### config.mk
export PLATFORM = sky130hd
export DESIGN_NAME = overwriting_message_ring
export DESIGN_NICKNAME = d
export VERILOG_FILES = /design/src/rtl/omr_pkg.sv /design/src/rtl/omr_store.sv /design/src/rtl/overwriting_message_ring.sv
export SDC_FILE = /design/constraint.sdc
export NUM_CORES = 2
export LEC_CHECK = 0
export ABC_AREA = 1
export CORE_MARGIN = 2
export CORE_UTILIZATION = 63
export CTS_CLUSTER_DIAMETER = 30
export DETAILED_ROUTE_END_ITERATION = 6
export DONT_BUFFER_PORTS = 1
export HOLD_SLACK_MARGIN = 0.02
export PLACE_DENSITY = 0.84
export SETUP_SLACK_MARGIN = 0.3
export SYNTH_ARGS = -nofsm -noshare
export SYNTH_HDL_FRONTEND = slang
export SYNTH_MEMORY_MAX_BITS = 65536
export SYNTH_SLANG_ARGS = --single-unit
### constraint.sdc
create_clock -name clock -period 3.6 [get_ports clock]
set_input_delay 0.18 -clock clock [delete_from_list [all_inputs] [get_ports clock]]
set_output_delay 0.18 -clock clock [all_outputs]
set_load 0.02 [all_outputs]
### src/rtl/omr_pkg.sv
// ----------------------------------------------------------------------------
// omr_pkg
// shared codes, defaults and memory control word for the message ring
// ----------------------------------------------------------------------------
package omr_pkg;

   localparam int ENTRIES_DEF     = 16;
   localparam int ENTRY_BYTES_DEF = 32;

   localparam int OP_W     = 2;
   localparam int BYTE_W   = 8;
   localparam int LIMIT_W  = 6;

   typedef enum logic [OP_W-1:0] {
      OP_PUT      = 2'd0,
      OP_PEEK     = 2'd1,
      OP_ADV_PEEK = 2'd2,
      OP_DROP     = 2'd3
   } op_type;

   typedef struct packed {
      logic byte_we;
      logic byte_re;
      logic len_we;
      logic len_re;
   } mem_ctrl_type;

endpackage

### src/rtl/omr_store.sv
// ----------------------------------------------------------------------------
// omr_store
// message byte memory and slot length memory, registered read outputs
// ----------------------------------------------------------------------------
module omr_store #(
   parameter int ENTRIES     = omr_pkg::ENTRIES_DEF,
   parameter int ENTRY_BYTES = omr_pkg::ENTRY_BYTES_DEF,
   localparam int IDX_W  = $clog2(ENTRIES),
   localparam int LEN_W  = $clog2(ENTRY_BYTES + 1),
   localparam int ADDR_W = $clog2(ENTRIES * ENTRY_BYTES)
) (
   input  logic                      clock,
   input  omr_pkg::mem_ctrl_type     ctrl,
   input  logic [ADDR_W-1:0]         byte_addr,
   input  logic [omr_pkg::BYTE_W-1:0] byte_wdata,
   output logic [omr_pkg::BYTE_W-1:0] byte_rdata,
   input  logic [IDX_W-1:0]          len_addr,
   input  logic [LEN_W-1:0]          len_wdata,
   output logic [LEN_W-1:0]          len_rdata
);

   logic [omr_pkg::BYTE_W-1:0] byte_mem [ENTRIES*ENTRY_BYTES];
   logic [LEN_W-1:0]           len_mem  [ENTRIES];
   logic [omr_pkg::BYTE_W-1:0] byte_rdata_ff;
   logic [LEN_W-1:0]           len_rdata_ff;

   always_ff @(posedge clock) begin
      if (ctrl.byte_we) begin
         byte_mem[byte_addr] <= byte_wdata;
      end
      if (ctrl.byte_re) begin
         byte_rdata_ff <= byte_mem[byte_addr];
      end
   end

   always_ff @(posedge clock) begin
      if (ctrl.len_we) begin
         len_mem[len_addr] <= len_wdata;
      end
      if (ctrl.len_re) begin
         len_rdata_ff <= len_mem[len_addr];
      end
   end

   assign byte_rdata = byte_rdata_ff;
   assign len_rdata  = len_rdata_ff;

endmodule

### src/rtl/overwriting_message_ring.sv
// ----------------------------------------------------------------------------
// overwriting_message_ring
// ring of short messages, oldest overwritten when full, peeked byte by byte
// ----------------------------------------------------------------------------
//  channel | ports                                        | dir
//  req     | req_valid req_stall req_op req_data_byte     | in
//          | req_end_of_message req_read_limit            |
//  rsp     | rsp_valid rsp_stall rsp_found rsp_out_length | out
//          | rsp_out_byte rsp_last_result                 |
//
//  put and discard words are taken in the idle state without stalling.
//  a peek reads the head length in ST_LEN, then each returned word goes
//  through ST_BYTE for the byte memory read and ST_SEND to present the word.
//  an empty answer goes straight to ST_SEND, a zero length answer via ST_LEN.
//  rsp_stall holds the presented word; req_stall is high until a read finishes.
//  synchronous reset clears the state, the ring indices and the fill count only.
// ----------------------------------------------------------------------------
module overwriting_message_ring #(
   parameter int ENTRIES     = omr_pkg::ENTRIES_DEF,
   parameter int ENTRY_BYTES = omr_pkg::ENTRY_BYTES_DEF
) (
   input  logic                        clock,
   input  logic                        reset,
   input  logic                        req_valid,
   output logic                        req_stall,
   input  logic [omr_pkg::OP_W-1:0]    req_op,
   input  logic [omr_pkg::BYTE_W-1:0]  req_data_byte,
   input  logic                        req_end_of_message,
   input  logic [omr_pkg::LIMIT_W-1:0] req_read_limit,
   output logic                        rsp_valid,
   input  logic                        rsp_stall,
   output logic                        rsp_found,
   output logic [omr_pkg::LIMIT_W-1:0] rsp_out_length,
   output logic [omr_pkg::BYTE_W-1:0]  rsp_out_byte,
   output logic                        rsp_last_result
);

   localparam int IDX_W  = $clog2(ENTRIES);
   localparam int LEN_W  = $clog2(ENTRY_BYTES + 1);
   localparam int ADDR_W = $clog2(ENTRIES * ENTRY_BYTES);
   localparam int LIM_W  = omr_pkg::LIMIT_W;
   localparam int CMP_W  = (LEN_W > LIM_W) ? LEN_W : LIM_W;
   localparam logic [IDX_W-1:0] LAST_SLOT = IDX_W'(ENTRIES - 1);
   localparam logic [LEN_W-1:0] FULL_LEN  = LEN_W'(ENTRY_BYTES);

   typedef enum logic [3:0] {
      ST_IDLE = 4'b0001,
      ST_LEN  = 4'b0010,
      ST_BYTE = 4'b0100,
      ST_SEND = 4'b1000
   } state_type;

   state_type                  state_ff, state_in;
   logic [IDX_W-1:0]           rd_ff, rd_in;
   logic [IDX_W-1:0]           wr_ff, wr_in;
   logic [LEN_W-1:0]           pc_ff, pc_in;
   logic [LIM_W-1:0]           limit_ff, limit_in;
   logic [LIM_W-1:0]           n_ff, n_in;
   logic [LIM_W-1:0]           k_ff, k_in;
   logic                       found_ff, found_in;
   logic [LIM_W-1:0]           length_ff, length_in;
   logic [omr_pkg::BYTE_W-1:0] byte_ff, byte_in;
   logic                       last_ff, last_in;

   omr_pkg::mem_ctrl_type      ctrl;
   logic [ADDR_W-1:0]          byte_addr;
   logic [omr_pkg::BYTE_W-1:0] byte_rdata;
   logic [IDX_W-1:0]           len_addr;
   logic [LEN_W-1:0]           len_wdata;
   logic [LEN_W-1:0]           len_rdata;

   logic [IDX_W-1:0]           head;
   logic [IDX_W-1:0]           rd_next;
   logic [IDX_W-1:0]           wr_next;
   logic                       pc_room;
   logic [CMP_W-1:0]           len_ext;
   logic [CMP_W-1:0]           lim_ext;
   logic [CMP_W-1:0]           n_full;
   logic [LIM_W-1:0]           n_len;

   function automatic logic [IDX_W-1:0] slot_next(logic [IDX_W-1:0] s);
      return (s == LAST_SLOT) ? '0 : s + IDX_W'(1);
   endfunction

   function automatic logic [ADDR_W-1:0] slot_base(logic [IDX_W-1:0] s);
      return ADDR_W'(s) * ADDR_W'(ENTRY_BYTES);
   endfunction

   assign rd_next = slot_next(rd_ff);
   assign wr_next = slot_next(wr_ff);
   assign pc_room = (pc_ff < FULL_LEN);
   assign head    = ((omr_pkg::op_type'(req_op) == omr_pkg::OP_ADV_PEEK) && (rd_ff != wr_ff))
                    ? rd_next : rd_ff;
   assign len_ext = CMP_W'(len_rdata);
   assign lim_ext = CMP_W'(limit_ff);
   assign n_full  = (len_ext < lim_ext) ? len_ext : lim_ext;
   assign n_len   = n_full[LIM_W-1:0];

   always_comb begin
      state_in  = state_ff;
      rd_in     = rd_ff;
      wr_in     = wr_ff;
      pc_in     = pc_ff;
      limit_in  = limit_ff;
      n_in      = n_ff;
      k_in      = k_ff;
      found_in  = found_ff;
      length_in = length_ff;
      byte_in   = byte_ff;
      last_in   = last_ff;
      ctrl      = '0;
      byte_addr = slot_base(rd_ff);
      len_addr  = rd_ff;
      len_wdata = pc_ff;
      case (state_ff)
         ST_IDLE: begin
            if (req_valid) begin
               case (omr_pkg::op_type'(req_op))
                  omr_pkg::OP_PUT: begin
                     if (pc_room) begin
                        ctrl.byte_we = 1'b1;
                        byte_addr    = slot_base(wr_ff) + ADDR_W'(pc_ff);
                        pc_in        = pc_ff + LEN_W'(1);
                     end
                     if (req_end_of_message) begin
                        ctrl.len_we = 1'b1;
                        len_addr    = wr_ff;
                        len_wdata   = pc_room ? pc_ff + LEN_W'(1) : pc_ff;
                        wr_in       = wr_next;
                        pc_in       = '0;
                        if (wr_next == rd_ff) begin
                           rd_in = rd_next;
                        end
                     end
                  end
                  omr_pkg::OP_PEEK, omr_pkg::OP_ADV_PEEK: begin
                     rd_in    = head;
                     limit_in = req_read_limit;
                     if (head == wr_ff) begin
                        found_in  = 1'b0;
                        length_in = '0;
                        byte_in   = '0;
                        last_in   = 1'b1;
                        state_in  = ST_SEND;
                     end else begin
                        ctrl.len_re = 1'b1;
                        len_addr    = head;
                        state_in    = ST_LEN;
                     end
                  end
                  omr_pkg::OP_DROP: begin
                     if (rd_ff != wr_ff) begin
                        rd_in = rd_next;
                     end
                  end
                  default: begin
                  end
               endcase
            end
         end
         ST_LEN: begin
            if (n_len == '0) begin
               found_in  = 1'b1;
               length_in = '0;
               byte_in   = '0;
               last_in   = 1'b1;
               state_in  = ST_SEND;
            end else begin
               n_in         = n_len;
               k_in         = '0;
               ctrl.byte_re = 1'b1;
               byte_addr    = slot_base(rd_ff);
               state_in     = ST_BYTE;
            end
         end
         ST_BYTE: begin
            found_in  = 1'b1;
            length_in = n_ff;
            byte_in   = byte_rdata;
            last_in   = ((k_ff + LIM_W'(1)) == n_ff);
            state_in  = ST_SEND;
         end
         ST_SEND: begin
            if (!rsp_stall) begin
               if (last_ff) begin
                  state_in = ST_IDLE;
               end else begin
                  k_in         = k_ff + LIM_W'(1);
                  ctrl.byte_re = 1'b1;
                  byte_addr    = slot_base(rd_ff) + ADDR_W'(k_ff + LIM_W'(1));
                  state_in     = ST_BYTE;
               end
            end
         end
         default: begin
            state_in = ST_IDLE;
         end
      endcase
   end

   always_ff @(posedge clock) begin
      if (reset) begin
         state_ff <= ST_IDLE;
         rd_ff    <= '0;
         wr_ff    <= '0;
         pc_ff    <= '0;
      end else begin
         state_ff <= state_in;
         rd_ff    <= rd_in;
         wr_ff    <= wr_in;
         pc_ff    <= pc_in;
      end
   end

   always_ff @(posedge clock) begin
      limit_ff  <= limit_in;
      n_ff      <= n_in;
      k_ff      <= k_in;
      found_ff  <= found_in;
      length_ff <= length_in;
      byte_ff   <= byte_in;
      last_ff   <= last_in;
   end

   omr_store #(
      .ENTRIES     (ENTRIES),
      .ENTRY_BYTES (ENTRY_BYTES)
   ) u_store (
      .clock      (clock),
      .ctrl       (ctrl),
      .byte_addr  (byte_addr),
      .byte_wdata (req_data_byte),
      .byte_rdata (byte_rdata),
      .len_addr   (len_addr),
      .len_wdata  (len_wdata),
      .len_rdata  (len_rdata)
   );

   assign req_stall       = (state_ff != ST_IDLE);
   assign rsp_valid       = (state_ff == ST_SEND);
   assign rsp_found       = found_ff;
   assign rsp_out_length  = length_ff;
   assign rsp_out_byte    = byte_ff;
   assign rsp_last_result = last_ff;

`ifndef SYNTHESIS
   a_empty_word: assert property (@(posedge clock) disable iff (reset)
      (rsp_valid && !rsp_found) |-> (rsp_last_result && (rsp_out_length == '0)))
      else $error("empty answer not a single zero length word");

   a_more_words: assert property (@(posedge clock) disable iff (reset)
      (rsp_valid && !rsp_last_result) |-> (rsp_found && (rsp_out_length != '0)))
      else $error("continuation word without a message");

   a_fill_count: assert property (@(posedge clock) disable iff (reset)
      pc_ff <= FULL_LEN)
      else $error("fill count beyond slot size");

   a_head_held: assert property (@(posedge clock) disable iff (reset)
      (state_ff == ST_BYTE) |=> $stable(rd_ff) && $stable(wr_ff))
      else $error("ring indices moved during a read");
`endif

endmodule

==> results of run 1 <==
[cell families after synthesis]
kind of cell / after synthesis
adder cells (fa/ha/maj): 16
AO/OA/AOI/OAI: 526
flip-flops: 4258
buffers and inverters: 846
XOR/XNOR: 14
AND/OR/NAND/NOR: 8288
[per-stage QoR]
| stage | instances | util (%) |
|---|---|---|
| floorplan | 13900 | - |
| global placement | 18200 | 68.7 |
| detailed placement | 18200 | 68.7 |
| CTS | 19400 | 78.1 |
[timing repair]
action                      CTS
pin swaps                    91
buffers inserted             47
setup endpoints to repair  4108
hold endpoints to repair   4258
gates resized for setup     434
cloned                       20
hold buffers                 25
==> reports/summary.txt, run 1 <==
Pin count of the biggest net entering global routing: 513
TritonCTS Sinks: 4,258
Area share of xor/xnor cells in the synthesized design: 0.0730%
Die Wd: 520 µm
Stage reached: global routing
Y dimension of the die: 520 µm
Number of I/O pins: 39
Weighted congestion at the end of routability-driven global placement: 0.947
Row cnt: 189
Number of H-tree levels: 6
Fraction of synthesized area in multiplexers: 0%
Initial core utilization: 63.3%
Warnings, synthesis: 0
Post-detailed-placement cell area: 0.182 mm²
Number of unique standard cell types used by synthesis: 47
Halt Reason: [ERROR GRT-0228] Horizontal edge usage exceeds the maximum allowed. (12, 43) usage=65535 limit=3200
FFs w/ async S/R, synth: 0%
Net count after synthesis: 14,000
Post-detailed-placement half-perimeter wirelength: 284 mm
Synthesized cell area: 0.168 mm²
Top post-synthesis cells by area: sky130_fd_sc_hd__edfxtp_1, sky130_fd_sc_hd__nand2_1, sky130_fd_sc_hd__nand4_1
Clock tree buffer depth: 4
Dominant combinational cell family by area after synthesis: simple AND/OR/NAND/NOR gates
Area share of the leading cell type in the synthesized netlist: 75.8%
Syn Inst Count: 13,900
Last worst endpoint in the global-route repair_timing: u_store.byte_rdata[3]$_DFFE_PP_/D
Clock root buffer: sky130_fd_sc_hd__clkbuf_16
Dpl ws: -806 ps
Proportion of synthesized chip area in sequential cells: 76.0%
Run status: stopped before the end
Post-synthesis simple-gate area fraction: 19.9%
Post-synth top area cell: sky130_fd_sc_hd__edfxtp_1
Count of state elements after synthesis: 4,258
Category of the worst endpoint: sequential cell input
Share of the synthesized area in compound gates (AO/OA/AOI/OAI): 1.74%
Most used standard cells in the synthesized netlist: sky130_fd_sc_hd__nand2_1, sky130_fd_sc_hd__edfxtp_1, sky130_fd_sc_hd__nor2_1
Most used standard cell by instance count after synthesis: sky130_fd_sc_hd__nand2_1
Buffers added on ports: 0
Average size of a mapped cell: 12.0 µm²
Antenna violations before repair: 151
TritonCTS Buffers: 618
Count of flip-flops with a built-in enable after synthesis: 4,240
Top_reg_cell synth: sky130_fd_sc_hd__edfxtp_1
Adder-Cell Fraction of Synth Area: 0.119%
==> inputs of run 2 (changes only) <==
- CORE_UTILIZATION: 63 -> 40
- CTS_CLUSTER_DIAMETER: 30 -> unset
- HOLD_SLACK_MARGIN: 0.02 -> unset
- PLACE_DENSITY: 0.84 -> unset
- PLACE_DENSITY_LB_ADDON: unset -> 0.15
- SETUP_SLACK_MARGIN: 0.3 -> unset
==> reports/summary.txt, run 2 <==
Detailed-router iteration count before antenna repair: 7
Die Wd: 652 µm (was 520 µm)
TritonCTS Sinks: 4,258 (unchanged)
Number of maximum-capacitance constraint violations: 0
Post-route ant nets: 0
Biggest regs: u_store.byte_mem: 4096 flops, u_store.len_mem: 96 flops
Worst hold margin: 220 ps
Category of the critical setup timing path: flip-flop to flip-flop
Top_reg_cell synth: sky130_fd_sc_hd__edfxtp_1 (unchanged)
Buffers added on ports: 0 (unchanged)
Setup violators final: 8
Remaining max-slew budget at the tightest pin: -7.21%
Net count after synthesis: 14,000 (unchanged)
Count of flip-flops with a built-in enable after synthesis: 4,240 (unchanged)
Area share of the leading cell type in the synthesized netlist: 75.8% (unchanged)
Post-detailed-placement half-perimeter wirelength: 310 mm (was 284 mm)
Warnings, synthesis: 0 (unchanged)
Final slew viol count: 165
Y dimension of the die: 652 µm (was 520 µm)
Die Outline Area: 0.425 mm²
TritonCTS clock tree: done
Routed wire length per instance: 24.9 µm
Final clock skew: 54.1 ps
Wire length of the first global-routing pass: 753 mm
Number of violations reported at the end of detailed-routing iteration 0: 11,500
Final Cycle Share: 103%
Final Hold Violating Endpoints: 0
Total congestion overflow: 0
Row cnt: 238 (was 189)
Achievable clock frequency: 0.270 GHz
Layout fillers: 37,300
Top post-synthesis cells by area: sky130_fd_sc_hd__edfxtp_1, sky130_fd_sc_hd__nand2_1, sky130_fd_sc_hd__nand4_1 (unchanged)
Worst-case vdd ir drop: 0.000441 V
Share of cells above drive strength 1: 16.5%
Worst Path Required: 4320 ps
Floorplan core area: 0.419 mm²
GRT Resource Usage Total: 24.1%
Leading cell type in the layout, fill and taps excluded: sky130_fd_sc_hd__nand2_1
Crit path max fanout: 6
Clock root buffer: sky130_fd_sc_hd__clkbuf_16 (unchanged)
Number of H-tree levels: 5 (was 6)
Crit path DAT: 4430 ps
Pin count of the biggest net entering global routing: 513
Most used standard cell by instance count after synthesis: sky130_fd_sc_hd__nand2_1 (unchanged)
Syn-to-layout area delta: 21.6%
Average size of a mapped cell: 12.0 µm² (unchanged)
Pleak: 74.1 nW
Post-synth top area cell: sky130_fd_sc_hd__edfxtp_1 (unchanged)
FFs w/ async S/R, synth: 0% (unchanged)
HP Class: primary input to flip-flop
Post-CTS clock slew at the launch and capture registers of the worst setup and hold paths: 60 ps
Final Critical Period: 3710 ps
Antenna violations before repair: 30
Wire length after detailed routing: 532 mm
Synthesized cell area: 0.168 mm² (unchanged)
Run status: finished, violations left (was stopped before the end)
Slew @ Worst Pin: 1610 ps
Proportion of synthesized chip area in sequential cells: 76.0% (unchanged)
Unrepaired setup endpoints after global routing: yes
Net count of the finished layout: 15,500
Clock tree buffer depth: 4 (unchanged)
Most flop-heavy register: u_store.byte_mem
Initial core utilization: 40.1% (was 63.3%)
Count of state elements after synthesis: 4,258 (unchanged)
Highest-count cells in the layout ignoring fill and taps: sky130_fd_sc_hd__nand2_1, sky130_fd_sc_hd__edfxtp_1, sky130_fd_sc_hd__buf_4, sky130_fd_sc_hd__nor2_1, sky130_fd_sc_hd__nand4_1
Final worst slack: -109 ps
Via count: 111,000
FF-to-FF setup slack: -110 ps
TritonCTS Buffers: 446 (was 618)
Dpl ws: -638 ps (was -806 ps)
Vias in the first global route: 106,000
Violations in the final reports: design-rule violations, max-slew violations, negative setup slack
Area of the multi-input gates: 0.0375 mm²
Number of unique standard cell types used by synthesis: 47 (unchanged)
Weighted congestion at the end of routability-driven global placement: 0.846 (was 0.947)
Reg area: 0.128 mm²
Capturing element type of the critical path: flip-flop
Remaining routing DRC violations: 2
Insertion delay to the later sink of the worst-skew pair: 1010 ps
Nature of the critical path startpoint: flip-flop
Power density over the cells: 568 mW/mm²
Via-to-Cell Ratio: 5.21
Largest register FFs: 4,096
Number of I/O pins: 39 (unchanged)
Syn Inst Count: 13,900 (unchanged)
Most used standard cells in the synthesized netlist: sky130_fd_sc_hd__nand2_1, sky130_fd_sc_hd__edfxtp_1, sky130_fd_sc_hd__nor2_1 (unchanged)
## run 2: cell counts after synthesis
No cell type changed its count.
## run 2: metal layers
metal	global-route usage [%]	vias to the layer above	wire length, µm
met2	38.2	3876	245000
met5	0	-	62
li1	-	51400	-
met3	3.69	633	38700
met1	34.9	55500	234000
met4	5.99	8	13700
## run 2: kinds of logic after synthesis
logic type | share of synthesized area, %
AOI/OAI and AO/OA | 1.74
xor gates and xnor gates | 0.0730
adders and majority gates | 0.119
buffers and inverters | 2.21
DFF | 76.0
and+or+nand+nor | 19.9
## run 2: through the flow
step / TNS (ps) / power (mW) / utilization [%] / std cells / area (µm²)
5_1_grt: -6140 / 119 / 48.7 / 21300 / 204000
4_1_cts: -516 / 115 / 48.2 / 21300 / 202000
3_5_place_dp: -4020 / 70.1 / 44.6 / 20400 / 187000
6_report: -556 / 116 / 48.7 / 21300 / 204000
3_3_place_gp: -7300 / 70.2 / 44.6 / 20400 / 187000
2_1_floorplan: 0 / 61.6 / - / 13900 / 168000
## run 2: cell type report
type | instances | share of cell area [%]
repair buffers | 1777 | 8.69
well taps | 5520 | 3.38
clock inverters | 263 | 1.07
inverters | 115 | 0.239
diodes | 13 | 0.0159
clock buffers | 558 | 5.74
repair inverters | 1 | 0.00551
flip-flops and latches | 4258 | 62.5
multi-input cells | 8844 | 18.4
## run 2: worst paths after layout
kind	startpoint	end	cells past startpoint
hold reg to reg	wr_ff[3]	wr_ff[3]	2
setup / recovery	k_ff[0]	u_store.byte_rdata[4]	24
setup reg to reg	k_ff[0]	u_store.byte_rdata[4]	24
hold / removal	reset	wr_ff[0]	2
## run 2: where the power goes
part | switching (mW) | total, mW | internal (mW)
logic | 10.9 | 16.3 | 5.32
clock network | 19.4 | 44.6 | 25.2
registers | 0.202 | 55.1 | 54.9
## run 2: critical path, stage by stage, from the launching register on
cell and delay, ps:
sky130_fd_sc_hd__edfxtp_1 430, sky130_fd_sc_hd__ha_4 310, sky130_fd_sc_hd__inv_4 40, sky130_fd_sc_hd__nor3_4 210, sky130_fd_sc_hd__a21oi_4 90, sky130_fd_sc_hd__buf_12 180, sky130_fd_sc_hd__clkinv_8 70, sky130_fd_sc_hd__nor2_4 60
sky130_fd_sc_hd__buf_4 180, sky130_fd_sc_hd__clkbuf_16 190, sky130_fd_sc_hd__clkbuf_16 180, sky130_fd_sc_hd__buf_4 140, sky130_fd_sc_hd__buf_4 150, sky130_fd_sc_hd__nand2_1 50, sky130_fd_sc_hd__nand2_1 70, sky130_fd_sc_hd__o21ai_1 130
sky130_fd_sc_hd__nand2_1 60, sky130_fd_sc_hd__nor2_1 120, sky130_fd_sc_hd__nor2_1 110, sky130_fd_sc_hd__nor2_2 130, sky130_fd_sc_hd__nand2_2 110, sky130_fd_sc_hd__nand2_2 120, sky130_fd_sc_hd__nand2_2 80, sky130_fd_sc_hd__nor2_4 120
sky130_fd_sc_hd__nand3_1 80
## run 2: timing repair
item | 4_1_cts | 5_1_grt
hold buffers | 26 | 12
endpoints found under the setup margin | 119 | 1587
gates resized for setup | 125 | 227
buffers inserted | 10 | 36
pin swaps | 18 | 47
endpoints found under the hold margin | 3329 | 841
cloned | 7 | 20
(Power assumes the default switching activity.)
